<file path="src/psu_pkg.sv">
// Shared types and constants for the particle state update pipeline.
// No dependencies; imported by psu_color_blend and particle_state_update.
package psu_pkg;

    localparam int FRAC_BITS_DEF = 16;
    localparam longint unsigned TWO_PI_Q24 = 64'd105414357;
    localparam int CFG_INDEX_W = 3;
    localparam int CFG_DATA_W = 32;

    typedef enum logic [CFG_INDEX_W-1:0] {
        REG_TIME_STEP      = 3'd0,
        REG_GRAVITY_ENABLE = 3'd1,
        REG_GRAVITY        = 3'd2,
        REG_SIZE_STEP      = 3'd3,
        REG_START_COLOR    = 3'd4,
        REG_END_COLOR      = 3'd5
    } cfg_reg_t;

    typedef struct packed {
        logic en_s3;
        logic en_s4;
    } stage_ctl_t;

endpackage

</file>
<file path="src/psu_color_blend.sv">
// One RGBA8 channel of the colour blend: multiply stage and saturate stage.
// Depends on psu_pkg (stage_ctl_t); instantiated four times by particle_state_update.
module psu_color_blend #(
    parameter int FRAC_BITS = psu_pkg::FRAC_BITS_DEF
) (
    input  logic                aclk,
    input  psu_pkg::stage_ctl_t ctl,
    input  logic [7:0]          start_ch,
    input  logic [7:0]          end_ch,
    input  logic [31:0]         phase,
    output logic [7:0]          ch_out
);
    import psu_pkg::*;

    logic signed [8:0]  diff;
    logic signed [32:0] phase_s;
    logic signed [41:0] prod_reg;
    logic signed [41:0] prod_next;
    logic signed [41:0] shifted;
    logic signed [41:0] blend;
    logic [7:0]         ch_reg;
    logic [7:0]         ch_next;

    assign diff      = $signed({1'b0, end_ch}) - $signed({1'b0, start_ch});
    assign phase_s   = $signed({1'b0, phase});
    assign prod_next = 42'(diff) * 42'(phase_s);

    assign shifted = prod_reg >>> FRAC_BITS;
    assign blend   = shifted + $signed({34'd0, start_ch});

    always_comb begin
        if (blend[41]) begin
            ch_next = 8'd0;
        end else if (|blend[40:8]) begin
            ch_next = 8'hFF;
        end else begin
            ch_next = blend[7:0];
        end
    end

    always_ff @(posedge aclk) begin
        if (ctl.en_s3) begin
            prod_reg <= prod_next;
        end
        if (ctl.en_s4) begin
            ch_reg <= ch_next;
        end
    end

    assign ch_out = ch_reg;

endmodule

</file>
<file path="config.mk">
export PLATFORM = sky130hd
export DESIGN_NAME = psu_color_blend
export DESIGN_NICKNAME = d
export VERILOG_FILES = /design/src/psu_pkg.sv /design/src/psu_color_blend.sv
export SDC_FILE = /design/constraint.sdc
export NUM_CORES = 1
export LEC_CHECK = 0
export BUFFER_PORTS_ARGS = -buffer_cell sky130_fd_sc_hd__buf_2
export CORE_MARGIN = 1.5
export CORE_UTILIZATION = 50
export CTS_BUF_LIST = sky130_fd_sc_hd__clkbuf_8 sky130_fd_sc_hd__clkbuf_16
export DETAILED_ROUTE_END_ITERATION = 8
export PLACE_DENSITY = 0.67
export SYNTH_ARGS = -nofsm -noshare
export SYNTH_HDL_FRONTEND = slang
export SYNTH_SLANG_ARGS = --single-unit
</file>
<file path="constraint.sdc">
create_clock -name aclk -period 8 [get_ports aclk]
set_input_delay 0 -clock aclk [delete_from_list [all_inputs] [get_ports aclk]]
set_output_delay 0 -clock aclk [all_outputs]
set_load 0.02 [all_outputs]
</file>
# Word level (Yosys, flattened, before mapping)
# Cells that the tools add are included.
# totals
regBits	50
# op_classes
addsub	2
n_mul	1
mux	1
n_reduce_logical	1
# ops
cell	n
$mul A9 B33 Y42	1
$reduce_or A33 Y1	1
$add A26 B9 Y27	1
$sub A8 B8 Y9	1
$mux W8	1

# Longest topological paths before layout
# Gate-level depths: netlist of run 1.
# logic_depth
ltp_word	3
depth_mapped	30
depth_no_buf	29

# Worst setup path after synthesis of run 1
# No wires, ideal clock.
# synth_timing
path_kind	in2reg
startpoint	input port start_ch[1]
endpoint	register prod_reg[40], data pin
setup_ps	258
arrival_ps	6202
t_required_ps	7742
path_slack_ps	1541
stages	28
path_cell_list	inv_1 > ha_1 > nor2b_1 > o21ai_0 > a21boi_0 > o21ai_0 > a21boi_0 > o21ai_0 > a21boi_1 > clkbuf_1 > or3b_2 > fa_1 > fa_1 > inv_1 > fa_1 > fa_1 > inv_1 > fa_1 > inv_1 > ha_1 > inv_1 > nor4_2 > o31ai_1 > a31o_1 > o31a_1 > o211ai_1 > a21oi_1 > xnor2_1
# synth_between
elab_chain_cells	2
# synth_rtl
element	line	source
start: declaration	psu_color_blend.sv:8	input logic [7:0] start_ch,
$sub A8 B8 Y9	psu_color_blend.sv:24	assign diff = $signed({1'b0, end_ch}) - $signed({1'b0, start_ch});
$mul A9 B33 Y42	psu_color_blend.sv:26	assign prod_next = 42'(diff) * 42'(phase_s);
named net prod_next[40]	psu_color_blend.sv:18	logic signed [41:0] prod_next;
end signal: assignment	psu_color_blend.sv:43	prod_reg <= prod_next;
end: declaration	psu_color_blend.sv:17	logic signed [41:0] prod_reg;
# The timed path passes the listed nets, and every way through them passes these cells.
# A chain may end at the register's enable or synchronous reset.

# Worst setup path in the final report of run 1
# layout_timing
startpoint	input port start_ch[1]
endpoint	register prod_reg[41], data pin
# Same word-level chain as after synthesis.

==> results of run 1 <==
placed cells by master (no fill, tap or decap), types with 3 or more instances in the layout:
cell and count:
edfxtp_1 34, a21boi_0 6, nand2_1 74, nand3_1 8
nor2_1 56, a21oi_1 25, o22a_1 3, ha_1 113
nor2b_1 9, and2_1 117, and4_1 4, nor3_1 13
buf_2 58, xor2_1 13, clkbuf_16 5, o21bai_1 3
o31ai_1 6, nor2_2 4, nand2b_1 63, a211o_1 3
or2_2 8, a41oi_1 9, nor3b_1 27, o21ai_0 16
o211ai_1 5, or3b_2 6, xnor2_1 20, a211oi_1 3
fa_1 212, o21a_1 3, buf_4 12, a21o_1 17
inv_1 159, nand4_1 11
layout make-up:
type | instances | area, um^2 | share of cell area
Clock buffer | 5 | 125 | 0.0107
Tap cell | 275 | 344 | 0.0294
Inverter | 157 | 589 | 0.0504
Timing Repair Buffer | 71 | 400 | 0.0343
Sequential cell | 34 | 1020 | 0.0873
Multi-Input combinational cell | 897 | 9200 | 0.787
Clock inverter | 2 | 7.51 | 0.000642
cells in the mapped netlist, types with 4 or more instances:
cell type,instances
nor2_1,60
o211ai_1,5
nand4_1,11
xor2_1,13
inv_1,157
a21boi_0,6
nor2b_1,9
or2_2,8
xnor2_1,21
nand2b_1,63
o31ai_1,6
nor3b_1,28
nand3_1,8
and4_1,4
or3b_2,6
nor3_1,13
edfxtp_1,34
o21ai_0,16
a21oi_1,25
and2_1,117
a41oi_1,9
clkbuf_1,34
fa_1,212
ha_1,113
nand2_1,74
a21o_1,17
critical path: cells and delay by family:
family                     cells  cell delay (ns)
adders and majority gates      7             2.97
AOI/OAI and AO/OA             10             2.75
and+or+nand+nor                4             0.85
buffers and inverters          7             0.61
xor gates and xnor gates       1             0.12
worst max path at each step:
stage | startpoint | endpoint | cells past startpoint
2_1_floorplan | start_ch[1] | prod_reg[40] | 28
3_3_place_gp | start_ch[1] | prod_reg[41] | 29
3_5_place_dp | start_ch[1] | prod_reg[41] | 29
4_1_cts | start_ch[1] | prod_reg[41] | 29
5_1_grt | start_ch[1] | prod_reg[41] | 29
6_report | start_ch[1] | prod_reg[41] | 29
per-layer routing:
metal,routed length [um],vias up,track usage
li1,-,3725,-
met1,10800,4075,0.309
met2,12800,179,0.418
met3,1100,38,0.0367
met4,565,0,0.0655
met5,0,-,0
per-stage QoR:
step                utilization  worst slack (ns)
floorplan                     -              1.54
global placement          0.545             0.635
detailed placement        0.545             0.505
CTS                       0.551             0.759
global route              0.551             0.342
finish                    0.551             0.719
kinds of logic after synthesis:
kind of cell             count (synthesis)  synth area share
AO/OA/AOI/OAI                          121            0.0786
XOR/XNOR                                34            0.0273
adder cells (fa/ha/maj)                325             0.518
buffers and inverters                  192            0.0660
flip-flops                              34            0.0935
multiplexers                             3           0.00287
AND/OR/NAND/NOR                        414             0.213
==> out/metrics.csv, run 1 <==
metric;value;unit
finClkSkew;0.00349;ns
grt_pass1_wl;42.5;mm
min_period;7.28;ns
wire_per_inst;17.5;um
async_flop_share;0;
fmax;0.137;GHz
num_io_pins;59;
core;0.0212;mm^2
worstHoldPathCells;1;
start_kind;input pin;
grt_setup_unrepaired;no;
fin_crit_sh;0.910;
design_area;0.0117;mm^2
crit_required;8.02;ns
whs;0.0776;ns
dpl-instance-area;0.0116;mm^2
hold_viol;0;
portBuffers;58;
r2r-end;ch_out[2];
root_buffer;clkbuf_16;
gr-total-overflow;0;
place.gp.congestion;0.870;
end_kind;register;
slew_headroom;0.562;
largest_register_ffs;26;
syn_area;0.0109;mm^2
nets;1542;
fillers;1964;
synth_top_flop_cell;edfxtp_1;
cap_violations;0;
worst_pin_slew;0.654;ns
cp_slowest_cell;o31ai_1;
initial_core_util;0.515;
r2r_slack;4.58;ns
cts_resized;0;
status;finished clean;
yosys.area.top_type_share;0.389;
insertedDiodeCount;0;
ant_nets;0;
cts_sinks;34;
cp.arrival;7.30;ns
htree_num_levels;2;
crit_path_max_fanout;11;
rr_worst_depth;11;
dieArea;0.0227;mm^2
hpwl;20.8;mm
drt-total-wl;25.3;mm
setup_viol;0;
grt_max_degree;33;
dp.cells;1434;
die_y;151;um
yosysTopAreaCell;fa_1;
dieWidth;151;um
max_stage_delay;0.52;ns
grt_pass1_vias;8594;
clkSlewWorstSetupHoldPaths;0.05;ns
avgSynthCellArea;9.72;um^2
synth-edff-count;34;
setup.worst_path.class;in -> reg;
synth_nets;1499;
cts_setup_buffers;0;
layout.cells.non_filler;1441;
cts_tree;yes;
whs_endpoint;ch_out[7];
clockBufferDepth;2;
antenna_found_initial;0;
vias_per_cell;5.56;
layout-drive-gt1-share;0.0901;
yosys.cell_types.count;62;
clk_latency;0.28;ns
num_rows;53;
drt_iter0_drc;429;
hp-start;ctl[0];
grtUsageTotal;0.239;
drv_slew;0;
worst_hold_path_type;in -> reg;
drc;0;
ys_top_cells_by_area;fa_1, ha_1, edfxtp_1;
synth-seq-cells;34;
yosys_warnings;0;
hold_buffers;0;
syn_inst;1123;
fin_setup_tns;0;ns
rr_startpoint;prod_reg[16];
synth_seq_area_share;0.0935;
syn_to_final_growth;7.07;%
dr.pass1.iters;5;
vias;8017;
cts_buffers;5;
Power of run 1 is not shown: default switching activity piles up to over one toggle a cycle in this logic, so the estimate is an artifact.
==> run 2: changes to the inputs <==
--- a/config.mk
+++ b/config.mk
@@ -9,8 +9,11 @@
 export CORE_MARGIN = 1.5
 export CORE_UTILIZATION = 50
 export CTS_BUF_LIST = sky130_fd_sc_hd__clkbuf_8 sky130_fd_sc_hd__clkbuf_16
+export CTS_CLUSTER_DIAMETER = 60
 export DETAILED_ROUTE_END_ITERATION = 8
 export PLACE_DENSITY = 0.67
+export RECOVER_POWER = 25
+export SLEW_MARGIN = 20
 export SYNTH_ARGS = -nofsm -noshare
 export SYNTH_HDL_FRONTEND = slang
 export SYNTH_SLANG_ARGS = --single-unit
==> out/metrics.csv, run 2 (same netlist as run 1, synthesis figures left out) <==
metric;value;unit;change
dieArea;0.0227;mm^2;unchanged
drt_iter0_drc;429;;unchanged
final_common_cell;fa_1;;unchanged
place.gp.congestion;0.870;;unchanged
grtUsageTotal;0.239;;unchanged
largest_register_ffs;26;;unchanged
hpwl;20.8;mm;unchanged
portBuffers;58;;unchanged
crit_start;start_ch[1];;unchanged
rr_startpoint;prod_reg[16];;unchanged
htree_num_levels;2;;unchanged
hold_buffers;0;;unchanged
grt_pass1_wl;42.5;mm;unchanged
cts_buffers;5;;unchanged
root_buffer;clkbuf_16;;unchanged
worst_pin_slew;1.46;ns;was 0.654 ns
core;0.0212;mm^2;unchanged
dieWidth;151;um;unchanged
grt_pass1_vias;8594;;unchanged
gr-total-overflow;0;;unchanged
max_stage_delay;0.52;ns;about the same
wire_per_inst;17.5;um;unchanged
vias_per_cell;5.56;;about the same
layout-drive-gt1-share;0.0883;;was 0.0901
fin_crit_sh;0.910;;about the same
num_rows;53;;unchanged
clk_latency;0.28;ns;about the same
cp.arrival;7.30;ns;about the same
insertedDiodeCount;0;;unchanged
setup.worst_path.class;in -> reg;;unchanged
cts_tree;yes;;unchanged
cp_slowest_cell;o31ai_1;;unchanged
grt_setup_unrepaired;no;;unchanged
min_period;7.28;ns;about the same
initial_core_util;0.515;;unchanged
hold_viol;0;;unchanged
clockBufferDepth;2;;unchanged
antenna_found_initial;0;;unchanged
final_core_util;0.551;;about the same
whs;0.171;ns;was 0.0776 ns
setup_viol;0;;unchanged
cts_resized;0;;unchanged
crit_path_max_fanout;11;;unchanged
end_kind;register;;unchanged
fillers;1966;;was 1964
worstHoldPathCells;1;;unchanged
nets;1542;;unchanged
fin_setup_tns;0;ns;unchanged
cts_setup_buffers;0;;unchanged
finClkSkew;0.00349;ns;unchanged
status;finished clean;;unchanged
slew_headroom;0.0289;;was 0.562
syn_to_final_growth;7.05;%;was 7.07%
grt_max_degree;33;;unchanged
hp-start;ctl[0];;unchanged
cap_violations;0;;unchanged
dr.pass1.iters;5;;unchanged
num_io_pins;59;;unchanged
die_y;151;um;unchanged
worst_hold_path_type;in -> reg;;unchanged
drv_slew;0;;unchanged
drt-total-wl;25.3;mm;unchanged
crit_required;8.02;ns;about the same
clkSlewWorstSetupHoldPaths;0.05;ns;about the same
final_cell_mix;fa_1, inv_1, and2_1;;unchanged
rr_worst_depth;11;;unchanged
ant_nets;0;;unchanged
vias;8012;;was 8017
fmax;0.137;GHz;unchanged
drc;0;;unchanged
start_kind;input pin;;unchanged
cts_sinks;34;;unchanged
## run 2: cell count changes in the layout (fill, tap and decap cells not counted)
cell	before	now
clkbuf_1	0	2
buf_2	58	56
## run 2: cell type report
| type | count | area, um^2 | share of cell area |
|---|---|---|---|
| multi-input cells | 897 | 9200 | 0.787 |
| flip-flops and latches | 34 | 1020 | 0.0874 |
| clock inverters | 2 | 7.51 | 0.000642 |
| well taps | 275 | 344 | 0.0294 |
| inverters | 157 | 589 | 0.0504 |
| repair buffers | 71 | 398 | 0.0340 |
| clock buffers | 5 | 125 | 0.0107 |
## run 2: per-stage QoR
stage	std cells	setup slack, ns	cell area [um^2]
floorplan	1123	1.54	10900
global route	1441	0.342	11700
CTS	1441	0.759	11700
finish	1441	0.719	11700
detailed placement	1434	0.505	11600
global placement	1434	0.635	11600
## run 2: routing by layer
metal  vias to the layer above  share of wire  GRT usage
met4                         0          0.022     0.0655
li1                       3725              -          -
met2                       177           0.51      0.418
met5                         -              0          0
met1                      4072           0.43      0.309
met3                        38          0.043     0.0367
## run 2: critical path, delay by kind of cell
kind            cells  cell delay (ns)
compound gates     10             2.75
xor+xnor            1             0.12
fa+ha+maj           7             2.97
buf+inv             7             0.61
simple gates        4             0.85
## run 2: worst paths after layout
path                                      to  slack [ns]
worst max register to register     ch_out[2]        4.58
worst min register to register     ch_out[0]        0.74
worst max-delay path            prod_reg[41]        0.72
worst min-delay path               ch_out[7]        0.17
Power of run 2 is left out for the same reason.
